$ cat src/rtl/sjc_pkg.sv
package sjc_pkg;

  // Command queue between the classifier and the byte expander
  localparam int Q_DEPTH = 4;
  localparam int Q_AW    = $clog2(Q_DEPTH);
  localparam int Q_CW    = $clog2(Q_DEPTH + 1);

  // Escape selector codes
  localparam logic [1:0] MODE_NEW = 2'd0;
  localparam logic [1:0] MODE_OLD = 2'd1;
  localparam logic [1:0] MODE_NEC = 2'd2;

  // Sound mark codes for kana widening
  localparam logic [1:0] MARK_NONE   = 2'd0;
  localparam logic [1:0] MARK_VOICED = 2'd1;
  localparam logic [1:0] MARK_SEMI   = 2'd2;

  // Byte values
  localparam logic [7:0] CH_ESC    = 8'd27;
  localparam logic [7:0] CH_DOLLAR = 8'd36;
  localparam logic [7:0] CH_AT     = 8'd64;
  localparam logic [7:0] CH_B      = 8'd66;
  localparam logic [7:0] CH_LPAREN = 8'd40;
  localparam logic [7:0] CH_J      = 8'd74;
  localparam logic [7:0] CH_K      = 8'd75;
  localparam logic [7:0] CH_H      = 8'd72;
  localparam logic [7:0] CH_VOICED = 8'd222;
  localparam logic [7:0] CH_SEMI   = 8'd223;

  // Operation slots of one command, in emission order
  localparam int OP_KI   = 0;  // kanji-in before slot A
  localparam int OP_A    = 1;  // two bytes from the pending lead or kana
  localparam int OP_ESCB = 2;  // escape before slot B
  localparam int OP_B    = 3;  // one or two bytes from the current byte
  localparam int OP_KO   = 4;  // kanji-out at end of text
  localparam int OP_NUM  = 5;

  typedef struct packed {
    logic       a_ki;
    logic       a_valid;
    logic [7:0] a1;
    logic [7:0] a2;
    logic       b_esc;
    logic       b_ko;     // escape before B is kanji-out, else kanji-in
    logic       b_valid;
    logic       b_two;
    logic [7:0] b1;
    logic [7:0] b2;
    logic       c_ko;
  } cmd_t;

  typedef struct packed {
    logic full;
    logic empty;
  } q_stat_t;

  function automatic logic is_lead(input logic [7:0] b);
    return (b >= 8'd129 && b <= 8'd159) || (b >= 8'd224 && b <= 8'd239);
  endfunction

  function automatic logic is_trail(input logic [7:0] b);
    return (b >= 8'd64 && b <= 8'd126) || (b >= 8'd128 && b <= 8'd252);
  endfunction

  function automatic logic is_kana(input logic [7:0] b);
    return b >= 8'd161 && b <= 8'd223;
  endfunction

  function automatic logic takes_maru(input logic [7:0] b);
    return b >= 8'd202 && b <= 8'd206;
  endfunction

  function automatic logic takes_nigori(input logic [7:0] b);
    return (b >= 8'd182 && b <= 8'd196) || takes_maru(b) || b == 8'd179;
  endfunction

  // Full-width Shift-JIS code of each half-width kana, lead in the high byte
  function automatic logic [15:0] kana_entry(input logic [5:0] idx);
    logic [15:0] e;
    unique case (idx)
      6'd0:  e = {8'd129, 8'd66};
      6'd1:  e = {8'd129, 8'd117};
      6'd2:  e = {8'd129, 8'd118};
      6'd3:  e = {8'd129, 8'd65};
      6'd4:  e = {8'd129, 8'd69};
      6'd5:  e = {8'd131, 8'd146};
      6'd6:  e = {8'd131, 8'd64};
      6'd7:  e = {8'd131, 8'd66};
      6'd8:  e = {8'd131, 8'd68};
      6'd9:  e = {8'd131, 8'd70};
      6'd10: e = {8'd131, 8'd72};
      6'd11: e = {8'd131, 8'd131};
      6'd12: e = {8'd131, 8'd133};
      6'd13: e = {8'd131, 8'd135};
      6'd14: e = {8'd131, 8'd98};
      6'd15: e = {8'd129, 8'd91};
      6'd16: e = {8'd131, 8'd65};
      6'd17: e = {8'd131, 8'd67};
      6'd18: e = {8'd131, 8'd69};
      6'd19: e = {8'd131, 8'd71};
      6'd20: e = {8'd131, 8'd73};
      6'd21: e = {8'd131, 8'd74};
      6'd22: e = {8'd131, 8'd76};
      6'd23: e = {8'd131, 8'd78};
      6'd24: e = {8'd131, 8'd80};
      6'd25: e = {8'd131, 8'd82};
      6'd26: e = {8'd131, 8'd84};
      6'd27: e = {8'd131, 8'd86};
      6'd28: e = {8'd131, 8'd88};
      6'd29: e = {8'd131, 8'd90};
      6'd30: e = {8'd131, 8'd92};
      6'd31: e = {8'd131, 8'd94};
      6'd32: e = {8'd131, 8'd96};
      6'd33: e = {8'd131, 8'd99};
      6'd34: e = {8'd131, 8'd101};
      6'd35: e = {8'd131, 8'd103};
      6'd36: e = {8'd131, 8'd105};
      6'd37: e = {8'd131, 8'd106};
      6'd38: e = {8'd131, 8'd107};
      6'd39: e = {8'd131, 8'd108};
      6'd40: e = {8'd131, 8'd109};
      6'd41: e = {8'd131, 8'd110};
      6'd42: e = {8'd131, 8'd113};
      6'd43: e = {8'd131, 8'd116};
      6'd44: e = {8'd131, 8'd119};
      6'd45: e = {8'd131, 8'd122};
      6'd46: e = {8'd131, 8'd125};
      6'd47: e = {8'd131, 8'd126};
      6'd48: e = {8'd131, 8'd128};
      6'd49: e = {8'd131, 8'd129};
      6'd50: e = {8'd131, 8'd130};
      6'd51: e = {8'd131, 8'd132};
      6'd52: e = {8'd131, 8'd134};
      6'd53: e = {8'd131, 8'd136};
      6'd54: e = {8'd131, 8'd137};
      6'd55: e = {8'd131, 8'd138};
      6'd56: e = {8'd131, 8'd139};
      6'd57: e = {8'd131, 8'd140};
      6'd58: e = {8'd131, 8'd141};
      6'd59: e = {8'd131, 8'd143};
      6'd60: e = {8'd131, 8'd147};
      6'd61: e = {8'd129, 8'd74};
      default: e = {8'd129, 8'd75};  // last entry, also the clamp
    endcase
    return e;
  endfunction

  // Map a Shift-JIS pair to a JIS row/cell pair
  function automatic logic [15:0] sjis_to_jis(input logic [7:0] c1, input logic [7:0] c2);
    logic       adj;
    logic [7:0] row_off;
    logic [7:0] cell_off;
    logic [7:0] diff;
    logic [7:0] j1;
    logic [7:0] j2;
    adj      = c2 < 8'd159;
    row_off  = (c1 < 8'd160) ? 8'd112 : 8'd176;
    cell_off = adj ? ((c2 > 8'd127) ? 8'd32 : 8'd31) : 8'd126;
    diff     = c1 - row_off;
    j1       = {diff[6:0], 1'b0} - {7'd0, adj};
    j2       = c2 - cell_off;
    return {j1, j2};
  endfunction

  // Widen a half-width kana, merge a sound mark, return the JIS pair
  function automatic logic [15:0] kana_widen(input logic [7:0] k, input logic [1:0] mark);
    logic [7:0]  d;
    logic [15:0] e;
    logic [7:0]  s1;
    logic [7:0]  s2;
    d  = k - 8'd161;
    e  = kana_entry(d[5:0]);
    s1 = e[15:8];
    s2 = e[7:0];
    if (mark == MARK_VOICED) begin
      if ((s2 >= 8'd74 && s2 <= 8'd103) || (s2 >= 8'd110 && s2 <= 8'd122)) begin
        s2 = s2 + 8'd1;
      end else if (s1 == 8'd131 && s2 == 8'd69) begin
        s2 = 8'd148;
      end
    end else if (mark == MARK_SEMI && s2 >= 8'd110 && s2 <= 8'd122) begin
      s2 = s2 + 8'd2;
    end
    return sjis_to_jis(s1, s2);
  endfunction

endpackage

$ cat src/rtl/sjc_front.sv
module sjc_front
  import sjc_pkg::*;
(
  input  logic       clk,
  input  logic       rst,
  input  logic       in_valid,
  output logic       in_ready,
  input  logic [7:0] in_byte,
  input  logic       in_last,
  input  q_stat_t    q_stat,
  output logic       push,
  output cmd_t       cmd
);

  logic       two_byte_mode;
  logic       two_byte_mode_next;
  logic       lead_valid;
  logic       lead_valid_next;
  logic [7:0] lead_value;
  logic [7:0] lead_value_next;
  logic       kana_valid;
  logic       kana_valid_next;
  logic [7:0] kana_value;
  logic [7:0] kana_value_next;

  logic        accept;
  logic        m;
  logic        consumed;
  logic [1:0]  mark;
  logic [15:0] pair_a;
  logic [15:0] kana_a;
  logic [15:0] kana_b;

  assign in_ready = !q_stat.full;
  assign accept   = in_valid && in_ready;

  always_comb begin
    if (in_byte == CH_VOICED && takes_nigori(kana_value)) begin
      mark = MARK_VOICED;
    end else if (in_byte == CH_SEMI && takes_maru(kana_value)) begin
      mark = MARK_SEMI;
    end else begin
      mark = MARK_NONE;
    end
  end

  assign pair_a = sjis_to_jis(lead_value, in_byte);
  assign kana_a = kana_widen(kana_value, mark);
  assign kana_b = kana_widen(in_byte, MARK_NONE);

  always_comb begin
    m               = two_byte_mode;
    consumed        = 1'b0;
    cmd             = '0;
    lead_valid_next = lead_valid;
    lead_value_next = lead_value;
    kana_valid_next = kana_valid;
    kana_value_next = kana_value;

    // resolve the pending lead or kana
    if (lead_valid) begin
      lead_valid_next = 1'b0;
      consumed        = 1'b1;
      cmd.a_valid     = 1'b1;
      if (is_trail(in_byte)) begin
        cmd.a_ki       = !m;
        m              = 1'b1;
        {cmd.a1, cmd.a2} = pair_a;
      end else begin
        cmd.a1 = lead_value;
        cmd.a2 = in_byte;
      end
    end else if (kana_valid) begin
      kana_valid_next  = 1'b0;
      cmd.a_valid      = 1'b1;
      cmd.a_ki         = !m;
      m                = 1'b1;
      {cmd.a1, cmd.a2} = kana_a;
      consumed         = (mark != MARK_NONE);
    end

    // classify the current byte
    if (!consumed) begin
      priority if (is_lead(in_byte)) begin
        if (in_last) begin
          cmd.b_valid = 1'b1;
          cmd.b1      = in_byte;
        end else begin
          lead_valid_next = 1'b1;
          lead_value_next = in_byte;
        end
      end else if (is_kana(in_byte)) begin
        if (in_last) begin
          cmd.b_valid      = 1'b1;
          cmd.b_two        = 1'b1;
          cmd.b_esc        = !m;
          cmd.b_ko         = 1'b0;
          m                = 1'b1;
          {cmd.b1, cmd.b2} = kana_b;
        end else begin
          kana_valid_next = 1'b1;
          kana_value_next = in_byte;
        end
      end else begin
        cmd.b_valid = 1'b1;
        cmd.b1      = in_byte;
        cmd.b_esc   = m;
        cmd.b_ko    = 1'b1;
        m           = 1'b0;
      end
    end

    if (in_last) begin
      cmd.c_ko = m;
      m        = 1'b0;
    end
    two_byte_mode_next = m;
  end

  // drop items that only store a pending byte
  assign push = accept && (cmd.a_valid || cmd.b_valid || cmd.c_ko);

  always_ff @(posedge clk) begin
    if (rst) begin
      two_byte_mode <= 1'b0;
      lead_valid    <= 1'b0;
      kana_valid    <= 1'b0;
      lead_value    <= '0;
      kana_value    <= '0;
    end else if (accept) begin
      two_byte_mode <= two_byte_mode_next;
      lead_valid    <= lead_valid_next;
      kana_valid    <= kana_valid_next;
      lead_value    <= lead_value_next;
      kana_value    <= kana_value_next;
    end
  end

endmodule

$ cat src/rtl/sjc_queue.sv
module sjc_queue
  import sjc_pkg::*;
(
  input  logic    clk,
  input  logic    rst,
  input  logic    push,
  input  cmd_t    push_cmd,
  input  logic    pop,
  output cmd_t    head,
  output q_stat_t q_stat
);

  cmd_t            slots [Q_DEPTH];
  logic [Q_AW-1:0] wr_ptr;
  logic [Q_AW-1:0] rd_ptr;
  logic [Q_CW-1:0] count;

  assign head         = slots[rd_ptr];
  assign q_stat.full  = (count == Q_CW'(Q_DEPTH));
  assign q_stat.empty = (count == '0);

  always_ff @(posedge clk) begin
    if (push) begin
      slots[wr_ptr] <= push_cmd;
    end
  end

  always_ff @(posedge clk) begin
    if (rst) begin
      wr_ptr <= '0;
      rd_ptr <= '0;
      count  <= '0;
    end else begin
      if (push) begin
        wr_ptr <= wr_ptr + 1'b1;
      end
      if (pop) begin
        rd_ptr <= rd_ptr + 1'b1;
      end
      if (push && !pop) begin
        count <= count + 1'b1;
      end else if (pop && !push) begin
        count <= count - 1'b1;
      end
    end
  end

endmodule

$ cat src/rtl/sjc_back.sv
module sjc_back
  import sjc_pkg::*;
(
  input  logic       clk,
  input  logic       rst,
  input  logic [1:0] mode,
  input  cmd_t       head,
  input  q_stat_t    q_stat,
  output logic       pop,
  output logic       out_valid,
  input  logic       out_ready,
  output logic [7:0] out_byte,
  output logic       out_last
);

  logic [OP_NUM-1:0] done;
  logic [1:0]        cnt;

  logic [OP_NUM-1:0] present;
  logic [OP_NUM-1:0] remain;
  logic [OP_NUM-1:0] cur;
  logic [OP_NUM-1:0] remain_after;
  logic              is_nec;
  logic [7:0]        ki_byte;
  logic [7:0]        ko_byte;
  logic [1:0]        esc_len;
  logic [7:0]        sel_byte;
  logic [1:0]        sel_len;
  logic              step;
  logic              op_end;
  logic              cmd_end;

  assign present = {head.c_ko, head.b_valid, head.b_esc, head.a_valid, head.a_ki};
  assign remain  = present & ~done;

  // lowest pending slot goes first
  always_comb begin
    cur = '0;
    priority if (remain[OP_KI])   cur[OP_KI]   = 1'b1;
    else if (remain[OP_A])        cur[OP_A]    = 1'b1;
    else if (remain[OP_ESCB])     cur[OP_ESCB] = 1'b1;
    else if (remain[OP_B])        cur[OP_B]    = 1'b1;
    else if (remain[OP_KO])       cur[OP_KO]   = 1'b1;
    else                          cur          = '0;
  end

  assign is_nec  = (mode == MODE_NEC);
  assign esc_len = is_nec ? 2'd2 : 2'd3;

  always_comb begin
    unique case (cnt)
      2'd0:    ki_byte = CH_ESC;
      2'd1:    ki_byte = is_nec ? CH_K : CH_DOLLAR;
      default: ki_byte = (mode == MODE_OLD) ? CH_AT : CH_B;
    endcase
    unique case (cnt)
      2'd0:    ko_byte = CH_ESC;
      2'd1:    ko_byte = is_nec ? CH_H : CH_LPAREN;
      default: ko_byte = CH_J;
    endcase
  end

  always_comb begin
    priority if (cur[OP_KI]) begin
      sel_byte = ki_byte;
      sel_len  = esc_len;
    end else if (cur[OP_A]) begin
      sel_byte = (cnt == 2'd0) ? head.a1 : head.a2;
      sel_len  = 2'd2;
    end else if (cur[OP_ESCB]) begin
      sel_byte = head.b_ko ? ko_byte : ki_byte;
      sel_len  = esc_len;
    end else if (cur[OP_B]) begin
      sel_byte = (cnt == 2'd0) ? head.b1 : head.b2;
      sel_len  = head.b_two ? 2'd2 : 2'd1;
    end else begin
      sel_byte = ko_byte;
      sel_len  = esc_len;
    end
  end

  assign step         = !q_stat.empty && (!out_valid || out_ready);
  assign op_end       = (cnt == sel_len - 2'd1);
  assign remain_after = remain & ~cur;
  assign cmd_end      = op_end && (remain_after == '0);
  assign pop          = step && cmd_end;

  always_ff @(posedge clk) begin
    if (rst) begin
      out_valid <= 1'b0;
      cnt       <= '0;
      done      <= '0;
    end else begin
      if (step) begin
        out_valid <= 1'b1;
        cnt       <= op_end ? 2'd0 : cnt + 2'd1;
        if (cmd_end) begin
          done <= '0;
        end else if (op_end) begin
          done <= done | cur;
        end
      end else if (out_ready) begin
        out_valid <= 1'b0;
      end
    end
  end

  always_ff @(posedge clk) begin
    if (step) begin
      out_byte <= sel_byte;
      out_last <= cmd_end;
    end
  end

endmodule

$ cat src/rtl/sjis_to_iso2022jp_converter.sv
// With the queue empty and the output free, an accepted request's command is written to
//   a queue slot, and its first byte is then registered onto out_byte.
// Throughput: one input request per cycle while the 4-deep command queue has room;
//   one output byte per cycle while a command is queued and the output is not stalled.
// Reset (rst, synchronous, active high) clears the queue, the output register,
//   the pending lead/kana flags, two-byte mode, and selects the new-JIS escapes.
module sjis_to_iso2022jp_converter
  import sjc_pkg::*;
(
  input  logic       clk,
  input  logic       rst,
  input  logic       cfg_valid,
  output logic       cfg_ready,
  input  logic [1:0] out_mode,
  input  logic       in_valid,
  output logic       in_ready,
  input  logic [7:0] in_byte,
  input  logic       in_last,
  output logic       out_valid,
  input  logic       out_ready,
  output logic [7:0] out_byte,
  output logic       out_last
);

  // Escape selector; the unused code maps to new-JIS
  logic [1:0] mode;

  // Front classifies each request and resolves pending bytes into a command;
  // the back expands commands into escapes and data bytes.
  logic    push;
  logic    pop;
  cmd_t    push_cmd;
  cmd_t    head;
  q_stat_t q_stat;

  assign cfg_ready = 1'b1;

  always_ff @(posedge clk) begin
    if (rst) begin
      mode <= MODE_NEW;
    end else if (cfg_valid && cfg_ready) begin
      mode <= (out_mode == MODE_OLD || out_mode == MODE_NEC) ? out_mode : MODE_NEW;
    end
  end

  sjc_front u_front (
    .clk      (clk),
    .rst      (rst),
    .in_valid (in_valid),
    .in_ready (in_ready),
    .in_byte  (in_byte),
    .in_last  (in_last),
    .q_stat   (q_stat),
    .push     (push),
    .cmd      (push_cmd)
  );

  // Hold commands so the front keeps accepting while output is stalled
  sjc_queue u_queue (
    .clk      (clk),
    .rst      (rst),
    .push     (push),
    .push_cmd (push_cmd),
    .pop      (pop),
    .head     (head),
    .q_stat   (q_stat)
  );

  sjc_back u_back (
    .clk       (clk),
    .rst       (rst),
    .mode      (mode),
    .head      (head),
    .q_stat    (q_stat),
    .pop       (pop),
    .out_valid (out_valid),
    .out_ready (out_ready),
    .out_byte  (out_byte),
    .out_last  (out_last)
  );

`ifndef NO_ASSERTIONS
  // Queue cannot be full and empty at once
  a_q_stat: assert property (@(posedge clk) disable iff (rst)
    !(q_stat.full && q_stat.empty))
    else $error("queue reports full and empty together");

  // A new output byte appears only when a command was waiting
  a_out_src: assert property (@(posedge clk) disable iff (rst)
    $rose(out_valid) |-> $past(!q_stat.empty))
    else $error("output byte without a queued command");

  // Reset drops the output register
  a_rst_out: assert property (@(posedge clk)
    !rst && $past(rst) |-> !out_valid)
    else $error("output valid after reset");

  // No pop from an empty queue
  a_no_underflow: assert property (@(posedge clk) disable iff (rst)
    pop |-> !q_stat.empty)
    else $error("queue pop while empty");
`endif

endmodule
$ cat config.mk
export PLATFORM = sky130hd
export DESIGN_NAME = sjis_to_iso2022jp_converter
export DESIGN_NICKNAME = d
export VERILOG_FILES = /design/src/rtl/sjc_pkg.sv /design/src/rtl/sjc_front.sv /design/src/rtl/sjc_queue.sv /design/src/rtl/sjc_back.sv /design/src/rtl/sjis_to_iso2022jp_converter.sv
export SDC_FILE = /design/constraint.sdc
export NUM_CORES = 1
export LEC_CHECK = 0
export CAP_MARGIN = 10
export CORE_ASPECT_RATIO = 0.7
export CORE_MARGIN = 2
export CORE_UTILIZATION = 65
export DETAILED_ROUTE_END_ITERATION = 8
export DONT_BUFFER_PORTS = 1
export PLACE_DENSITY = 0.82
export SKIP_LAST_GASP = 1
export SLEW_MARGIN = 20
export SYNTH_ARGS = -nofsm -noshare
export SYNTH_HDL_FRONTEND = slang
export SYNTH_HIERARCHICAL = 1
export SYNTH_SLANG_ARGS = --single-unit
$ cat constraint.sdc
create_clock -name clk -period 8.57 [get_ports clk]
set_input_delay 1.714 -clock clk [delete_from_list [all_inputs] [get_ports clk]]
set_output_delay 1.714 -clock clk [all_outputs]
set_load 0.1 [all_outputs]
==> metrics.txt, run 1 <==
cell mode on critical path=a21o_1; placed cell count=around 1200; drt pass-1 iters=6; die area=0.0196 mm2; Met1 Wirelength=12.3 mm; RSZ-0062 raised after global routing=no; total number of vias=8470; vias in the first global route=approximately 8100; Hold Startpoint=u_back/done[3]; WL met2=approximately 12 mm; Setup Skew=0.0168 ns; # diodes=0; worst path buffer plus inverter count=3; core area=about 0.018 mm2; num rows=41; highest metal used=met4; CTS Root Cell=clkbuf_16; WL met3=2.95 mm; r2r startpoint=u_front/kana_value[2]; GPL Wtd Cong=0.940; total power draw=0.00303 W; final cycle utilization of the critical path=0.846; Post-Syn Nets=1120; DPL Wire Length=~19 mm; post-synth cell types=103; status=complete, no violations; top cells by count, synth=edfxtp_1 (165), nor2_1 (95), nand2_1 (70), a21oi_1 (63), ha_1 (51); fraction of registers with async set/reset=0; VDD IR max=0.299 mV; 1st-iter DRT viols=around 1100; Hold Fails Final Rpt=0; Worst Setup SP=u_front/kana_value[2]; ratio of cells with drive above 1 in the final layout=0.126; Clock Latency Late Sink=0.49 ns; # IOs=28; Max Slew Vio Count=0; Die W=167 um; CTS Buf Count=19; Leak Pwr=4.60 nW; Fillers=1261; area grow syn2layout=5.52%; worst slew pin tran=1.11 ns; first-pass GRT wire length=43.9 mm; area share of the largest cell type after synthesis=0.412; TNS Setup=0 ns; chip height=118 um; largest buffer count on any clock path=3; final WL=27.4 mm; slowest CP cell=dfxtp_1; type of the worst min-delay path=reg2reg; final core utilization=0.703; sequential fraction of the synthesis area=0.475; initial antenna violation count=0; Syn Inst Count=1049; syn_area_per_cell=11.5 um2; CTS tree=built; Yosys reg bits=203; Sink Count=between 200 and 250; critical-path maximum fanout=24; cts hold-fix bufs=0; PortBufs=0; Worst EP required=between 8 and 9 ns; total of warnings raised by yosys=6; top cells by area, synth=edfxtp_1 (41%), mux4_2 (7.9%), dfxtp_1 (6.3%), ha_1 (5.3%), nor2_1 (3.0%); DR vias/cell=6.67; Slew headroom=0.255; critical path class=reg2reg; crit path DAT=7.48 ns; DRC violations left=0; CP endpoint kind=register; GRT overflow=0; PD cells=239 mW/mm2; post-detailed-route wirelength per cell=between 20 and 25 um; cell with the most instances after synthesis=edfxtp_1; pin count of the biggest net entering global routing=40; max-cap check violation count=0; CTS resizes=0; Cell Area, Synth=0.0120 mm2; Final setup viols=0; number of setup buffers added after CTS=0; Layout Nets=1092; Reg clk slew, reported paths=0.06 ns; CP peak stage delay=~0.79 ns; Startpoint Class=register; Initial Util=0.666; CP top delay family=compound AO/OA/AOI/OAI gates; final non-filler cell total=1270; f_max=roughly 140 MHz; Post-synth EDFFs=165; Yosys top cell by area=edfxtp_1; All-Layer GR Usage=0.281; H-Tree Depth=1; Min Clock Period, post-route=7.25 ns; ys flop type=edfxtp_1; post-route ant nets=0
[worst paths after layout]
kind              depth (start not counted)  slack (ns)              endpoint
setup / recovery                         25        1.32  u_queue/slots[0][28]
hold / removal                            2        0.45        u_back/done[3]
setup reg to reg                         25        1.32  u_queue/slots[0][28]
hold reg to reg                           2        0.45        u_back/done[3]
[report_power, final]
part / internal, W / switching, W
combinational: 0.000299 / 0.000501
sequential: 0.00121 / 0.000223
clock: 0.000445 / 0.000360
total: 0.00195 / 0.00108
[area by class of cell]
type / count / area (um2) / area share
multi-input cells: 744 / 5850 / 0.461
flip-flops and latches: 203 / 5720 / 0.451
clock buffers: 22 / 487 / 0.0384
well taps: 236 / 295 / 0.0233
inverters: 44 / 165 / 0.0130
clock inverters: 12 / 106 / 0.00838
repair buffers: 9 / 67.6 / 0.00532
[stage by stage]
step	hold slack [ns]	instance area [um2]	worst slack [ns]
2_1_floorplan	0.426	12000	1.76
3_3_place_gp	0.437	12100	1.57
3_5_place_dp	0.450	12100	1.42
4_1_cts	0.459	12700	1.40
5_1_grt	0.483	12700	0.816
6_report	0.455	12700	1.32
[flip-flops by register name, summed over array words and instances, names as in the netlist, named ones only]
| name | cells |
|---|---|
| u_queue/wr_ptr | 2 |
| u_back/done | 5 |
| u_queue/slots | 156 |
| u_back/out_last | 1 |
| u_front/kana_value | 8 |
| u_back/out_valid | 1 |
| mode | 2 |
| u_back/cnt | 2 |
| u_front/lead_valid | 1 |
| u_queue/rd_ptr | 2 |
| u_queue/count | 3 |
| u_front/lead_value | 8 |
| u_back/out_byte | 8 |
| u_front/two_byte_mode | 1 |
| u_front/kana_valid | 1 |
[worst reg2reg max path, delay by kind of cell, from the launching register on]
kind                     cells  cell delay [ns]
adder cells (fa/ha/maj)      3             0.96
flip-flops                   1             0.79
AND/OR/NAND/NOR              4             0.65
buffers and inverters        3             0.73
multiplexers                 1             0.52
AO/OA/AOI/OAI               14             3.31
[placed cells by master (no fill, tap or decap), types with 5 or more instances in the layout]
cell type / n
o211a_1: 6
a22oi_1: 5
nor2_1: 95
a21oi_1: 63
mux2_2: 6
nand2_1: 70
nand2b_1: 14
a211o_1: 5
o22ai_1: 5
edfxtp_1: 165
and3_1: 7
or3_1: 9
mux2i_1: 31
a21o_1: 23
mux4_2: 42
nor3_1: 17
o21ai_1: 6
nor2b_1: 11
a31oi_1: 12
and2_1: 5
clkbuf_16: 19
o21ai_0: 45
o211ai_1: 8
nor3b_1: 8
xnor2_1: 27
a211oi_1: 8
nand3_1: 17
o21ai_2: 5
inv_1: 42
ha_1: 51
buf_4: 9
xor2_1: 16
o31ai_1: 7
dfxtp_1: 36
[routing by layer]
layer  global-route usage  up-vias
met3               0.0837       37
met4               0.0533        0
met1                0.432     4098
met5                    0        -
met2                0.402      427
li1                     -     3908
[kinds of logic after synthesis]
group | share of synthesized area
other | 0.000312
adder cells (fa/ha/maj) | 0.0605
XOR/XNOR | 0.0327
AO/OA/AOI/OAI | 0.153
multiplexers | 0.110
buffers and inverters | 0.0386
flip-flops | 0.475
AND/OR/NAND/NOR | 0.129
(Power assumes the default switching activity.)
==> run 2: changes to the inputs <==
ABC_AREA = 1   (was not set)
CORE_UTILIZATION = 58   (was 65)
PLACE_DENSITY = 0.77   (was 0.82)
clock period = 6.2 ns   (was 8.57 ns; I/O delays follow)
==> run 2 against run 1 <==
Compared with the run above: hold slack worse by 0.022 ns; largest power group unchanged; clock skew increased by 0.0024 ns; first-iteration DRC count rose by 29%; area after synthesis increased by 2.3%.
==> metrics.txt, run 2 <==
chip height=126 um (was 118 um); H-Tree Depth=1 (unchanged); Hold Startpoint=u_queue/rd_ptr[1] (was u_back/done[3]); WHS=0.433 ns (was 0.455 ns); RSZ-0062 raised after global routing=no (unchanged); Die W=178 um (was 167 um); critical path class=reg2reg (unchanged); drt pass-1 iters=5 (was 6); die area=0.0224 mm2 (was 0.0196 mm2); final non-filler cell total=1736 (was 1270); r2r startpoint=u_front/kana_value[1] (was u_front/kana_value[2]); pin count of the biggest net entering global routing=79 (was 40); All-Layer GR Usage=0.270 (was 0.281); CP endpoint kind=register (unchanged); total number of vias=10200 (was 8470); f_max=176 MHz (was 138 MHz); Setup Skew=0.0192 ns (was 0.0168 ns); Syn Inst Count=1463 (was 1049); worst path buffer plus inverter count=5 (was 3); # IOs=28 (unchanged); total of warnings raised by yosys=6 (unchanged); num rows=44 (was 41); critical-path maximum fanout=12 (was 24); PD cells=349 mW/mm2 (was 239 mW/mm2); top cells by area, synth=edfxtp_1 (40%), nand2_1 (7.6%), nor2_1 (6.3%), dfxtp_1 (6.2%), o21ai_0 (5.8%) (was edfxtp_1 (41%), mux4_2 (7.9%), dfxtp_1 (6.3%), ha_1 (5.3%), nor2_1 (3.0%)); status=complete, no violations (unchanged); max-cap check violation count=0 (unchanged); Yosys reg bits=203 (unchanged); Sink Count=203 (unchanged); Min Clock Period, post-route=5.69 ns (was 7.25 ns); final cycle utilization of the critical path=0.918 (was 0.846); 1st-iter DRT viols=1465 (was 1136); # diodes=0 (unchanged); final core utilization=0.633 (was 0.703); largest buffer count on any clock path=3 (unchanged); fraction of registers with async set/reset=0 (unchanged); vias in the first global route=9124 (was 8082); commonest cells after routing, fill and taps aside=nand2_1 (250), nor2_1 (207), edfxtp_1 (165), inv_1 (144), o21ai_0 (141) (was edfxtp_1 (165), nor2_1 (95), nand2_1 (70), a21oi_1 (63), ha_1 (51)); TNS Setup=0 ns (unchanged); Largest register FFs=156 (unchanged); Worst EP required=6.38 ns (was 8.80 ns); area share of the largest cell type after synthesis=0.403 (was 0.412); Post-Syn Nets=1534 (was 1120); DPL Wire Length=21.3 mm (was 18.9 mm); Cell Area, Synth=0.0123 mm2 (was 0.0120 mm2); GRT overflow=0 (unchanged); Yosys top cell by area=edfxtp_1 (unchanged); core area=0.0208 mm2 (was 0.0181 mm2); area grow syn2layout=6.73% (was 5.52%); Initial Util=0.593 (was 0.666); Largest Register=u_queue/slots (unchanged); CTS Buf Count=20 (was 19); slowest CP cell=dfxtp_2 (was dfxtp_1); Worst Reg2Reg Path Length in Cells=33 (was 25); Slew headroom=0.260 (was 0.255); final WL=30.3 mm (was 27.4 mm); Clock Latency Late Sink=0.51 ns (was 0.49 ns); DR vias/cell=5.89 (was 6.67); worst slew pin tran=1.09 ns (was 1.11 ns); Max Slew Vio Count=0 (unchanged); Final setup viols=0 (unchanged); Reg clk slew, reported paths=0.06 ns (about the same); PortBufs=0 (unchanged); ys flop type=edfxtp_1 (unchanged); post-detailed-route wirelength per cell=17.4 um (was 21.6 um); post-route ant nets=0 (unchanged); most common cell after layout, fill and taps aside=nand2_1 (was edfxtp_1); crit path DAT=5.87 ns (was 7.48 ns); R2R Path End=u_queue/slots[3][26] (was u_queue/slots[0][28]); total power draw=0.00458 W (was 0.00303 W); worst hold stages=1 (was 2); VDD IR max=0.188 mV (was 0.299 mV); Post-synth EDFFs=165 (unchanged); CP peak stage delay=0.44 ns (was 0.79 ns); initial antenna violation count=0 (unchanged); CTS Root Cell=clkbuf_16 (unchanged); CTS tree=built (unchanged); Leak Pwr=5.34 nW (was 4.60 nW); Layout Nets=1518 (was 1092); type of the worst min-delay path=reg2reg (unchanged); ratio of cells with drive above 1 in the final layout=0.0973 (was 0.126); placed cell count=1700 (was 1236); Reg2Reg Setup Slack=0.51 ns (was 1.32 ns); GPL Wtd Cong=0.968 (was 0.940); first-pass GRT wire length=47.9 mm (was 43.9 mm); Fillers=1685 (was 1261); DRC violations left=0 (unchanged); top cells by count, synth=nand2_1 (250), nor2_1 (208), edfxtp_1 (165), inv_1 (145), o21ai_0 (143) (was edfxtp_1 (165), nor2_1 (95), nand2_1 (70), a21oi_1 (63), ha_1 (51)); syn_area_per_cell=8.41 um2 (was 11.5 um2); sequential fraction of the synthesis area=0.465 (was 0.475); Startpoint Class=register (unchanged); post-synth cell types=57 (was 103); cell with the most instances after synthesis=nand2_1 (was edfxtp_1); CP top delay family=simple AND/OR/NAND/NOR gates (was compound AO/OA/AOI/OAI gates); Hold Fails Final Rpt=0 (unchanged)
[run 2: cell families after synthesis]
logic type | after synthesis | share of synthesized area
AND/OR/NAND/NOR | 641 | 0.234
AO/OA/AOI/OAI | 325 | 0.152
buffers and inverters | 220 | 0.0783
flip-flops | 203 | 0.465
adder cells (fa/ha/maj) | 55 | 0.0584
XOR/XNOR | 17 | 0.0121
other | 1 | 0.000305
multiplexers | 1 | 0.000814
[run 2: worst max path at each step]
stage                     slack [ns]                  start                    to  cells after the start
after floorplan                 1.16  u_front/kana_value[0]  u_queue/slots[0][28]                     42
after global placement          0.41  u_front/kana_value[1]  u_queue/slots[2][26]                     35
after detailed placement        0.18  u_front/kana_value[1]  u_queue/slots[3][26]                     35
after CTS                       0.18  u_front/kana_value[1]  u_queue/slots[0][26]                     35
after global routing            0.02  u_front/kana_value[0]  u_queue/slots[3][28]                     41
final                           0.51  u_front/kana_value[1]  u_queue/slots[3][26]                     33
[run 2: worst register-to-register path: cells and delay by family, from the launching register on]
kind                       cells  cell delay (ns)
and+or+nand+nor               18             2.03
buffers and inverters          5             0.72
adders and majority gates      3             0.98
DFF                            1             0.44
AOI/OAI and AO/OA              7             1.20
[run 2: per-layer routing]
metal	global-route usage	wire length [um]
met5	0	0
met4	0.0444	348
met3	0.0550	3110
met2	0.385	12700
met1	0.428	14100
[run 2: cell type report]
| class | instances | area, um2 | area share |
|---|---|---|---|
| Clock buffer | 25 | 549 | 0.0418 |
| Clock inverter | 10 | 139 | 0.0106 |
| Inverter | 168 | 642 | 0.0489 |
| Multi-Input combinational cell | 1040 | 5630 | 0.429 |
| Sequential cell | 203 | 5720 | 0.436 |
| Tap cell | 276 | 345 | 0.0263 |
| Timing Repair Buffer | 14 | 105 | 0.00801 |
[run 2: per-stage QoR]
stage,area (um2),worst slack (ns)
global route,13100,0.0228
finish,13100,0.510
global placement,12400,0.410
detailed placement,12400,0.180
floorplan,12300,1.16
CTS,13100,0.178
[run 2: what timing repair did]
item | CTS | global route
endpoints found under the setup margin | 0 | 16
resized for setup | 0 | 9
hold buffers | 0 | 0
endpoints found under the hold margin | 0 | 0
buffers inserted | 0 | 1
[run 2: report_power, final]
part	internal [W]	leakage (nW)	switching [W]	total, W
registers	0.00164	1.85	0.000288	0.00193
logic	0.000418	3.16	0.000973	0.00139
clock network	0.000756	0.335	0.000505	0.00126
